`config.mk`:
```
export PLATFORM = sky130hd
export DESIGN_NAME = bcmp_front
export DESIGN_NICKNAME = d
export VERILOG_FILES = /design/src/hdl/bcmp_pkg.sv /design/src/hdl/bcmp_front.sv
export SDC_FILE = /design/constraint.sdc
export NUM_CORES = 1
export LEC_CHECK = 0
export CORE_AREA = 3 3 111 113
export DETAILED_ROUTE_END_ITERATION = 10
export DIE_AREA = 0 0 114 116
export DONT_BUFFER_PORTS = 1
export GPL_TIMING_DRIVEN = 0
export PLACE_DENSITY_LB_ADDON = 0.2
export SLEW_MARGIN = 20
export SYNTH_ARGS = -nofsm -noshare
export SYNTH_HDL_FRONTEND = slang
export SYNTH_SLANG_ARGS = --single-unit
```
`constraint.sdc`:
```
create_clock -name vclk -period 5.8
set_clock_uncertainty 0.15 [all_clocks]
set_input_delay 1.16 -clock vclk [all_inputs]
set_output_delay 1.16 -clock vclk [all_outputs]
set_load 0.05 [all_outputs]
```
`src/hdl/bcmp_pkg.sv`:
```
`default_nettype none

package bcmp_pkg;

   localparam int unsigned DIV_STEPS = 64;

   localparam logic [20:0] PRESS_BASE = 21'd1048576;
   localparam logic signed [16:0] PRESS_SCALE = 17'sd3125;
   localparam logic signed [26:0] TFINE_OFFSET = 27'sd128000;
   localparam logic [63:0] PRESS_BIAS = 64'h0000_8000_0000_0000;

   localparam logic [1:0] CSR_TEMP_COEFFS = 2'd0;
   localparam logic [1:0] CSR_PRESS_LOW = 2'd1;
   localparam logic [1:0] CSR_PRESS_HIGH = 2'd2;
   localparam logic [1:0] CSR_PRESS_NINE = 2'd3;

   typedef struct packed {
      logic [15:0] c1;
      logic signed [15:0] c2;
      logic signed [15:0] c3;
      logic [15:0] p1;
      logic signed [15:0] p2;
      logic signed [15:0] p3;
      logic signed [15:0] p4;
      logic signed [15:0] p5;
      logic signed [15:0] p6;
      logic signed [15:0] p7;
      logic signed [15:0] p8;
      logic signed [15:0] p9;
   } coeff_type;

   typedef struct packed {
      logic [19:0] ap;
      logic signed [17:0] a;
      logic signed [16:0] d;
   } front_item_type;

   // partial products of a 64-bit word times a 17-bit signed constant, modulo 2^64
   typedef struct packed {
      logic signed [49:0] lo;
      logic [31:0] hi;
   } pp_type;

   // partial products of a 64 by 64 product, modulo 2^64
   typedef struct packed {
      logic [63:0] ll;
      logic [31:0] mid;
   } pp64_type;

   function automatic pp_type pp17(input logic [63:0] x, input logic signed [16:0] c);
      pp_type r;
      r.lo = $signed({1'b0, x[31:0]}) * c;
      r.hi = 32'($signed({1'b0, x[63:32]}) * c);
      return r;
   endfunction

   function automatic logic [63:0] pp_sum(input pp_type p);
      return {{14{p.lo[49]}}, p.lo} + {p.hi, 32'b0};
   endfunction

   function automatic pp64_type pp64(input logic [63:0] a, input logic [63:0] b);
      pp64_type r;
      r.ll = {32'b0, a[31:0]} * {32'b0, b[31:0]};
      r.mid = 32'(a[31:0] * b[63:32]) + 32'(a[63:32] * b[31:0]);
      return r;
   endfunction

   function automatic logic [63:0] pp64_sum(input pp64_type p);
      return p.ll + {p.mid, 32'b0};
   endfunction

endpackage

`default_nettype wire

```
`src/hdl/bcmp_front.sv`:
```
`default_nettype none

module bcmp_front
   import bcmp_pkg::*;
(
   input  wire logic           push,
   input  wire logic [19:0]    raw_pressure,
   input  wire logic [19:0]    raw_temperature,
   input  wire coeff_type      coeff,
   input  wire logic           queue_full,
   output logic                full,
   output logic                wr_en,
   output front_item_type      wr_item
);

   logic [17:0] a_w;
   logic [16:0] d_w;

   assign a_w = {1'b0, raw_temperature[19:3]} - {1'b0, coeff.c1, 1'b0};
   assign d_w = {1'b0, raw_temperature[19:4]} - {1'b0, coeff.c1};

   assign full = queue_full;
   assign wr_en = push && !queue_full;

   always_comb begin
      wr_item.ap = raw_pressure;
      wr_item.a = $signed(a_w);
      wr_item.d = $signed(d_w);
   end

endmodule

`default_nettype wire

```
* After elaboration in Yosys (flattened, before gate mapping)
Cells that the tools add are included.
** Word-level totals
- Register bits :: 0
- Input bits :: 234
- Output and inout bits :: 57
- Word-level logic and storage cells :: 4
** Cells by class
- Add/sub/neg operators :: 2
- Reductions and logical operators :: 2
** Operators with widths (count)
- $sub 17x17->18 :: 1
- $sub 16x16->17 :: 1
- $logic_and 1x1->1 :: 1
- $logic_not 1->1 :: 1

* Logic depth before layout (Yosys ltp)
- Depth after elaboration :: 2
- Depth in mapped cells :: 9
- Depth with buffers taken out :: 8

* Least setup slack after synthesis
No wires, ideal clock.
- Kind :: in2out
- Start point :: in raw_temperature[4]
- End point :: out wr_item[30] (netlist name)
- Arrival :: 3.930 ns
- Data required time :: 4.490 ns
- Path slack :: 0.560 ns
- Cell stages on the path :: 9
- Path buffers :: 1
- Path through :: inv_1 > ha_1 > fa_1 > nor2b_4 > o2111a_2 > o31a_1 > nor4_1 > nor3_1 > buf_4
** RTL lines
- start: declaration :: line bcmp_front.sv:8 : input wire logic [19:0] raw_temperature,
- end: declaration :: line bcmp_front.sv:13 : output front_item_type wr_item

==> impl_metrics.csv <==
group,metric,value,unit
flow_run,cap_violations,0,
sta,period_minus_slack,5.08,ns
worst_setup_path,path_max_fanout,4,
final_layout,drive_gt1_share,31.6,%
synthesis,synth_area,1220,um^2
floorplanning,row_count,39,
worst_setup_path,cp.required,4.49,ns
worst_setup_path,endpoint_kind,"output port",
floorplanning,start_util,10.7,%
cts,cts_hold_buffers,0,
placed_design,io_buffers,0,
power_and_ir_drop,pwr-share-seq,0,%
power_and_ir_drop,switching_share,74.7,%
sta,worst_slew_pin_slew,1.18,ns
final_layout,clkbuf_count,0,
drt,drc,0,
sta,slew_headroom,20.5,%
cts,post-cts-setup-buffers,0,
final_layout,final_cell_mix,"buf_4, inv_1, ha_1",
floorplanning,dieWidth,114,um
sta,timing.setup.tns,0,ns
drt,routed_wl,4.37,mm
floorplanning,fp.dieH,116,um
synthesis,synth_area_per_cell,7.07,um^2
sta,whs,2.34,ns
power_and_ir_drop,p_leak,0.000745,uW
drt,vias,1148,
power_and_ir_drop,cellPowerDensity,267,nW/um^2
final_layout,regArea,0,um^2
outcome,status,"complete, no violations",
floorplanning,ios,291,
global_routing,grt_max_degree,11,
worst_setup_path,slowest_stage,"o21ai_1",
power_and_ir_drop,irDropWorstVdd,0.144,mV
final_layout,syn_to_final_growth,24.0,%
min_path,min-delay-start,"raw_temperature[3]",
power_and_ir_drop,p_sw,300,uW
sta,fmax,197,MHz
power_and_ir_drop,comb_power_share,100.0,%
synthesis,ys_seq_area_share,0,%
worst_setup_path,max_stage_delay,0.82,ns
global_routing,grtUsageTotal,5.95,%
worst_setup_path,critical_path.cell_chain,"inv_1 -> ha_1 -> fa_1 -> nor2b_4 -> o2111a_2 -> o31a_1 -> o211a_1 -> o21ai_1 -> buf_4",
drt,first_pass_iters,4,
min_path,holdPathEnd,"wr_item[17]",
drt,ant_nets,0,
final_layout,antenna_cells,0,
final_layout,seq_cell_count,0,
synthesis,ys_warn_count,0,
global_routing,first_global_vias,1053,
sta,timing.final.hold_violations,0,
global_routing,grt_antenna_before_repair,0,
global_routing,grt_first_pass_wirelength,6.06,mm
min_path,worst_hold_path.num_cells,1,
sta,slew_viol_final,0,
sta,post-route-period-util,87.7,%
global_routing,grt-ovfl-total,0,
drt,wl_per_cell,13.6,um
final_layout,layout_commonest_cell,"buf_4",
sta,rsz0062_at_grt,"false",
worst_setup_path,arrival,3.77,ns
placed_design,hpwl,4.05,mm
power_and_ir_drop,power,402,uW
worst_setup_path,path_class,"input port to output port",
power_and_ir_drop,p_clk_share,0,%
floorplanning,die_area,13200,um^2
synthesis,synth_cell_type_count,38,
worst_setup_path,cp-start-kind,"input port",
final_layout,fin_nets,430,
floorplanning,core,11400,um^2
cts,cts-resized-gates,0,
min_path,hold_path.class,"input port to output port",
placed_design,place_congestion,0.682,
sta,setup_viol,0,
final_layout,nFillCells,1365,
synthesis,synthCells,172,
drt,drt_iter0_markers,69,
power_and_ir_drop,intPower,102,uW
drt,via_per_inst,3.59,
synthesis,syn-num-nets,423,
## power by group through the flow
stage | Combinational [uW] | Clock (uW) | Sequential (uW)
after floorplan | 343 | 0 | 0
after global placement | 384 | 0 | 0
after detailed placement | 405 | 0 | 0
after CTS | 406 | 0 | 0
after global routing | 425 | 0 | 0
final | 402 | 0 | 0
## cell type report
class,instances,area (um^2),area share [%]
inverter,21,78.8,5.23
multi-input combinational,109,905,60.0
timing repair buffer,5,41.3,2.74
buffer,42,304,20.2
tap,143,179,11.9
## synth_stat cells, drive strengths merged, types with 2 or more instances
master / n / area, um^2
buf: 39 / 293
inv: 21 / 78.8
ha: 16 / 200
a21oi: 14 / 70.1
xnor2: 9 / 78.8
nor2: 8 / 30.0
nand2: 6 / 22.5
nor2b: 6 / 45.0
o21ai: 6 / 30.0
nand2b: 5 / 31.3
a21o: 4 / 30.0
o311ai: 4 / 52.6
and3: 3 / 18.8
clkbuf: 3 / 11.3
nor3: 3 / 15.0
o31a: 3 / 26.3
nand4: 2 / 12.5
nor4: 2 / 12.5
or3: 2 / 12.5
xor2: 2 / 17.5
## metrics by stage
step | area [um^2] | std cells | utilization [%] | setup slack (ns)
global route | 1510 | 320 | 13.2 | 0.527
finish | 1510 | 320 | 13.2 | 0.716
detailed placement | 1500 | 320 | 13.1 | 0.646
CTS | 1500 | 320 | 13.1 | 0.645
global placement | 1400 | 315 | 12.2 | 0.160
floorplan | 1220 | 172 | - | 0.560
## logic make-up (layout without fill, tap and decap cells)
family	Yosys count	in the layout	synth area share, %
simple gates	42	42	19.4
xor+xnor	11	11	7.92
fa+ha+maj	17	17	18.1
compound gates	38	38	22.2
buf+inv	63	68	31.5
mux	1	1	0.823
## layer usage
metal  vias up  part of all wire [%]  global-route usage (%)
li1        565                     -                       -
met1       504                    51                    9.58
met2        77                    38                    8.16
met3         2                   9.9                    1.36
met4         0                  0.82                   0.475
met5         -                     0                       0
## how the worst max path moves through the flow
stage / endpoint / depth (start not counted) / slack [ns] / startpoint
detailed placement: wr_item[31] / 8 / 0.65 / coeff[180]
CTS: wr_item[31] / 8 / 0.65 / coeff[180]
floorplan: wr_item[30] / 9 / 0.56 / raw_temperature[4]
global route: wr_item[31] / 8 / 0.53 / coeff[180]
global placement: wr_item[30] / 9 / 0.16 / raw_temperature[4]
finish: wr_item[34] / 9 / 0.72 / raw_temperature[4]
## critical path: cells and delay by family
kind            cells  cell delay [ns]
buf+inv             2             0.39
simple gates        1             0.06
compound gates      4             1.69
fa+ha+maj           2             0.46
No activity file was read; power rests on OpenSTA's default activity.
