[src/hdl/bcmp_pkg.sv]
`default_nettype none

package bcmp_pkg;

   localparam int unsigned DIV_STEPS = 64;

   localparam logic [20:0] PRESS_BASE = 21'd1048576;
   localparam logic signed [16:0] PRESS_SCALE = 17'sd3125;
   localparam logic signed [26:0] TFINE_OFFSET = 27'sd128000;
   localparam logic [63:0] PRESS_BIAS = 64'h0000_8000_0000_0000;

   localparam logic [1:0] CSR_TEMP_COEFFS = 2'd0;
   localparam logic [1:0] CSR_PRESS_LOW = 2'd1;
   localparam logic [1:0] CSR_PRESS_HIGH = 2'd2;
   localparam logic [1:0] CSR_PRESS_NINE = 2'd3;

   typedef struct packed {
      logic [15:0] c1;
      logic signed [15:0] c2;
      logic signed [15:0] c3;
      logic [15:0] p1;
      logic signed [15:0] p2;
      logic signed [15:0] p3;
      logic signed [15:0] p4;
      logic signed [15:0] p5;
      logic signed [15:0] p6;
      logic signed [15:0] p7;
      logic signed [15:0] p8;
      logic signed [15:0] p9;
   } coeff_type;

   typedef struct packed {
      logic [19:0] ap;
      logic signed [17:0] a;
      logic signed [16:0] d;
   } front_item_type;

   // partial products of a 64-bit word times a 17-bit signed constant, modulo 2^64
   typedef struct packed {
      logic signed [49:0] lo;
      logic [31:0] hi;
   } pp_type;

   // partial products of a 64 by 64 product, modulo 2^64
   typedef struct packed {
      logic [63:0] ll;
      logic [31:0] mid;
   } pp64_type;

   function automatic pp_type pp17(input logic [63:0] x, input logic signed [16:0] c);
      pp_type r;
      r.lo = $signed({1'b0, x[31:0]}) * c;
      r.hi = 32'($signed({1'b0, x[63:32]}) * c);
      return r;
   endfunction

   function automatic logic [63:0] pp_sum(input pp_type p);
      return {{14{p.lo[49]}}, p.lo} + {p.hi, 32'b0};
   endfunction

   function automatic pp64_type pp64(input logic [63:0] a, input logic [63:0] b);
      pp64_type r;
      r.ll = {32'b0, a[31:0]} * {32'b0, b[31:0]};
      r.mid = 32'(a[31:0] * b[63:32]) + 32'(a[63:32] * b[31:0]);
      return r;
   endfunction

   function automatic logic [63:0] pp64_sum(input pp64_type p);
      return p.ll + {p.mid, 32'b0};
   endfunction

endpackage

`default_nettype wire

[src/hdl/bcmp_queue.sv]
`default_nettype none

module bcmp_queue
   import bcmp_pkg::*;
#(
   parameter int unsigned DEPTH = 4
) (
   input  wire logic           clock,
   input  wire logic           reset,
   input  wire logic           wr_en,
   input  wire front_item_type wr_item,
   input  wire logic           rd_en,
   output front_item_type      rd_item,
   output logic                full,
   output logic                empty
);

   localparam int unsigned PW = (DEPTH > 1) ? $clog2(DEPTH) : 1;
   localparam int unsigned CW = $clog2(DEPTH + 1);

   front_item_type mem_ff [DEPTH];
   logic [PW-1:0] wr_ptr_ff, wr_ptr_in;
   logic [PW-1:0] rd_ptr_ff, rd_ptr_in;
   logic [CW-1:0] count_ff, count_in;

   assign full = (count_ff == CW'(DEPTH));
   assign empty = (count_ff == '0);
   assign rd_item = mem_ff[rd_ptr_ff];

   always_comb begin
      wr_ptr_in = wr_ptr_ff;
      rd_ptr_in = rd_ptr_ff;
      count_in = count_ff;
      if (wr_en) begin
         wr_ptr_in = (wr_ptr_ff == PW'(DEPTH - 1)) ? '0 : wr_ptr_ff + 1'b1;
      end
      if (rd_en) begin
         rd_ptr_in = (rd_ptr_ff == PW'(DEPTH - 1)) ? '0 : rd_ptr_ff + 1'b1;
      end
      if (wr_en && !rd_en) begin
         count_in = count_ff + 1'b1;
      end else if (rd_en && !wr_en) begin
         count_in = count_ff - 1'b1;
      end
   end

   always_ff @(posedge clock) begin
      if (reset) begin
         wr_ptr_ff <= '0;
         rd_ptr_ff <= '0;
         count_ff <= '0;
      end else begin
         wr_ptr_ff <= wr_ptr_in;
         rd_ptr_ff <= rd_ptr_in;
         count_ff <= count_in;
      end
      if (wr_en) begin
         mem_ff[wr_ptr_ff] <= wr_item;
      end
   end

endmodule

`default_nettype wire

[config.mk]
export PLATFORM = sky130hd
export DESIGN_NAME = bcmp_queue
export DESIGN_NICKNAME = d
export VERILOG_FILES = /design/src/hdl/bcmp_pkg.sv /design/src/hdl/bcmp_queue.sv
export SDC_FILE = /design/constraint.sdc
export NUM_CORES = 1
export LEC_CHECK = 0
export BUFFER_PORTS_ARGS = -buffer_cell sky130_fd_sc_hd__buf_2
export CORE_UTILIZATION = 45
export CTS_BUF_LIST = sky130_fd_sc_hd__clkbuf_8
export CTS_CLUSTER_SIZE = 24
export DETAILED_ROUTE_END_ITERATION = 10
export PLACE_DENSITY = 0.67
export SETUP_SLACK_MARGIN = 0.05
export SLEW_MARGIN = 0
export SYNTH_ARGS = -nofsm -noshare
export SYNTH_HDL_FRONTEND = slang
export SYNTH_SLANG_ARGS = --single-unit
[constraint.sdc]
create_clock -name clock -period 3.9 [get_ports clock]
set_input_delay 0.195 -clock clock [delete_from_list [all_inputs] [get_ports clock]]
set_output_delay 0.195 -clock clock [all_outputs]
set_load 0.1 [all_outputs]
### Word level (Yosys, flattened, before mapping)

Memories as Yosys holds them, arrays and structs flattened. A register that Yosys moved wholly into a read port is not among the register bits.
Cells that the tools add are included.

* reductions and logical operators: 6
* equality and inequality tests: 3
* mux-type cells: 8
* add/subtract/negate cells: 4

Operators by type and width (number)
* $mux 2: 4
* $mux 3: 2
* $add 2x1->2 const B: 2
* $eq 2x2->1 const B: 2
* $add 3x1->3 const B: 1
* $eq 3x3->1 const B: 1
* $logic_not 3->1: 1
* $sub 3x1->3 const B: 1
* $logic_and 1x1->1: 2
* $logic_not 1->1: 2
* $mux 1: 2
* $reduce_bool 2->1: 1

* input port bits: 59
* output and inout bits: 57
* bits in writable memories: 220
* register bits after elaboration: 7
* memories kept: 1
* logic and storage cells: 25

Memories
* mem_ff: words 4, width 55, rd ports 1, clocked after memory_dff 1, wr ports 1, RTL line bcmp_queue.sv:21 `front_item_type mem_ff [DEPTH];`

### Logic depth before layout (Yosys ltp)

* word-level depth: 4
* depth in mapped cells: 7
* mapped depth without buffers: 7

### Worst setup path before layout

OpenSTA, ideal clock, no wires.

* kind: register to output
* start: register count_ff[1]
* end: output port full
* buffers on the path: 0
* slack: 1153 ps
* cell stages (with the launch flop): 2
* arrival time: 2552 ps
* data required time: 3705 ps
* cells stage by stage: dfxtp_1 -> nor3b_1

* longest elaborated chain between the ends: 1

RTL lines
* start: declaration: RTL line bcmp_queue.sv:24 `logic [CW-1:0] count_ff, count_in;`
* start signal: assignment: RTL line bcmp_queue.sv:55 `count_ff <= count_in;`
* $eq 3x3->1: RTL line bcmp_queue.sv:26 `assign full = (count_ff == CW'(DEPTH));`
* end: declaration: RTL line bcmp_queue.sv:14 `output logic full,`

Every way passes these cells.

==> impl_metrics.py <==
metrics = {
    "outcome": {
        "status": "complete, but fails checks",
        "violations": "design-rule violations",
    },
    "clock_network": {
        "post_cts_resized": 0,
        "clockBufferDepth": 3,
        "cts.clk_slew.worst_paths_ns": 0.06,
        "clock_tree.root_cell": "clkbuf_8",
        "clkLatencyLatePin_ns": 0.51,
        "cts_tree": "built",
        "postCtsSetupRepairBufs": 0,
        "hold_buffers": 56,
        "cts_max_level": 2,
        "clock-sinks": 229,
        "numCtsBuffers": 38,
    },
    "global_routing": {
        "antenna_found_initial": 0,
        "grt_use_total_pct": 16.2,
        "grt-ovfl-total": 0,
        "grt_pass1_vias": 4440,
        "grt_first_pass_wirelength_mm": 23.6,
        "grt_max_degree": 32,
    },
    "final_layout": {
        "multi_input_area_um2": 1510,
        "final_nets": 604,
        "layout_common_cells": "edfxtp_1, buf_2, dlygate4sd3_1",
        "finish.instance_area_um2": 10500,
        "area_growth_pct": 24.8,
        "fin_cells": 796,
        "regArea_um2": 6790,
        "fillers": 1358,
        "final_common_cell": "edfxtp_1",
        "antenna_cells": 0,
        "final_layout_size_suffix_gt1_share_pct": 39.9,
        "post-route-util_pct": 58.1,
    },
    "place": {
        "dpl-instance-area_um2": 9290,
        "dp_cells": 671,
        "dp_hpwl_mm": 8.61,
        "io_buffer_count": 115,
        "gp_congestion": 0.661,
    },
    "timing": {
        "slew_headroom_pct": 44.1,
        "setup-violations-final": 0,
        "clock-skew-final_ns": 0.0143,
        "final_hold_viol_count": 0,
        "tns_ns": 0,
        "slew_violations": 0,
        "fin_crit_ns": 2.68,
        "tightest_slew_ns": 0.838,
        "rsz0062_at_grt": "no",
        "post-route-period-util_pct": 68.7,
        "max_freq_mhz": 373,
    },
    "floorplanning": {
        "die_area_um2": 19300,
        "die_y_um": 139,
        "fp.coreArea_um2": 18100,
        "fp-row-count": 49,
        "io_pins": 116,
        "die_w_um": 139,
        "start_util_pct": 46.5,
    },
    "detailed_routing": {
        "drtIter0Drc": 176,
        "vias": 4100,
        "drtPass1Iterations": 7,
        "route.detailed.drc": 7,
        "viasPerCell": 5.15,
        "finalWirelength_mm": 15.2,
        "ant_nets": 0,
        "wl_per_cell_um": 19.0,
    },
    "worst_setup_path": {
        "startpoint_type": "flop",
        "worstPathArrival_ns": 2.48,
        "cp_slowest_cell": "dfxtp_4",
        "crit_chain": "buf_12 -> mux4_2 -> buf_2",
        "required_ns": 3.70,
        "worst-setup-path-type": "flop to output pin",
        "worstSetupEndpointType": "output pin",
        "slowest_delay_ns": 0.71,
        "regToRegSetupSlack_ns": 1.98,
        "worst-path-max-fanout": 28,
        "r2r-start": "wr_ptr_ff[0]",
        "worstSetupEndpoint": "rd_item[7]",
        "reg2reg_depth": 4,
        "r2r-end": "mem_ff[0][9]",
    },
    "synthesis": {
        "netlist_area_um2": 8450,
        "syn_area_per_cell_um2": 25.5,
        "ys_types": 20,
        "ys_ff_latch": 229,
        "postSynthCellCount": 331,
        "ys_warn_count": 0,
        "synth_nets": 397,
        "yosysSeqAreaShare_pct": 80.4,
    },
    "hold_path": {
        "hp-class": "input port to flop",
    },
    "pwr": {
        "power.leakage_nw": 3.71,
        "ir_worst_vdd_mv": 0.345,
        "p_per_area_nw_per_um2": 550,
    },
    "run": {
        "drv_cap": 0,
    },
}
## synthesized netlist by cell type
cell type	n	area (µm²)
inv_1	4	15.0
mux4_1	5	131
mux4_2	50	1130
clkbuf_2	1	5.00
dfxtp_1	9	180
nor3_1	1	5.00
buf_6	1	11.3
nor2_1	7	26.3
or3_1	1	6.26
fa_1	1	20.0
o21ai_0	1	5.00
and2_1	4	25.0
buf_2	5	25.0
mux2i_1	4	40.0
ha_1	6	75.1
xor2_1	2	17.5
nor3b_1	2	15.0
edfxtp_1	220	6610
a21oi_1	2	10.0
buf_12	5	100
## through the flow
step | total power [W] | hold slack (ns) | setup WS [ns]
3_5_place_dp | 0.00393 | 0.412 | 1.69
3_3_place_gp | 0.00391 | 0.403 | 1.70
4_1_cts | 0.00586 | 0.0327 | 1.13
5_1_grt | 0.00601 | 0.0682 | 1.06
6_report | 0.00579 | 0.0702 | 1.22
2_1_floorplan | 0.00374 | 0.264 | 1.15
## state kept, by name, summed over array words and instances, names as in the netlist, named ones only
| signal | flops |
|---|---|
| wr_ptr_ff | 2 |
| mem_ff | 220 |
| count_ff | 3 |
| rd_ptr_ff | 2 |
## cell families (layout without fill, tap and decap cells)
logic type	after synthesis	in the layout	synth area share [%]
buffers and inverters	16	252	1.85
and+or+nand+nor	15	15	0.918
DFF	229	229	80.4
muxes	59	59	15.4
adders and majority gates	7	7	1.13
xor gates and xnor gates	2	2	0.207
AOI/OAI and AO/OA	3	3	0.178
## routing by layer
layer / GRT usage [%] / part of all wire [%]
met3: 4.35 / 5.2
met5: 0 / 0
met4: 5.32 / 1.1
met1: 20.7 / 43
met2: 26.9 / 50
## critical path, delay by kind of cell (launching register included)
kind	cells	cell delay, ns
buffers and inverters	2	0.62
multiplexers	1	0.57
flip-flops	1	0.71
## layout make-up
type	count	area share, %
Sequential cell	229	64.4
Timing Repair Buffer	179	11.8
Multi-Input combinational cell	86	14.3
Tap cell	229	2.72
Inverter	4	0.142
Clock buffer	43	5.61
Clock inverter	26	0.973
## worst min-delay path by stage
stage           startpoint             to  depth (start not counted)
2_1_floorplan        reset    count_ff[2]                          1
3_3_place_gp   wr_item[14]  mem_ff[0][14]                          1
3_5_place_dp   wr_item[12]  mem_ff[2][12]                          1
4_1_cts              wr_en   wr_ptr_ff[0]                          3
5_1_grt              wr_en   wr_ptr_ff[0]                          3
6_report             wr_en   wr_ptr_ff[1]                          3
## power by group
part | leakage [nW] | switching [W] | internal (W)
Sequential | 2.10 | 0.0000451 | 0.00282
Clock | 0.416 | 0.000876 | 0.00101
Combinational | 1.20 | 0.000801 | 0.000248
Note: power is estimated with default switching activity, not from simulation.
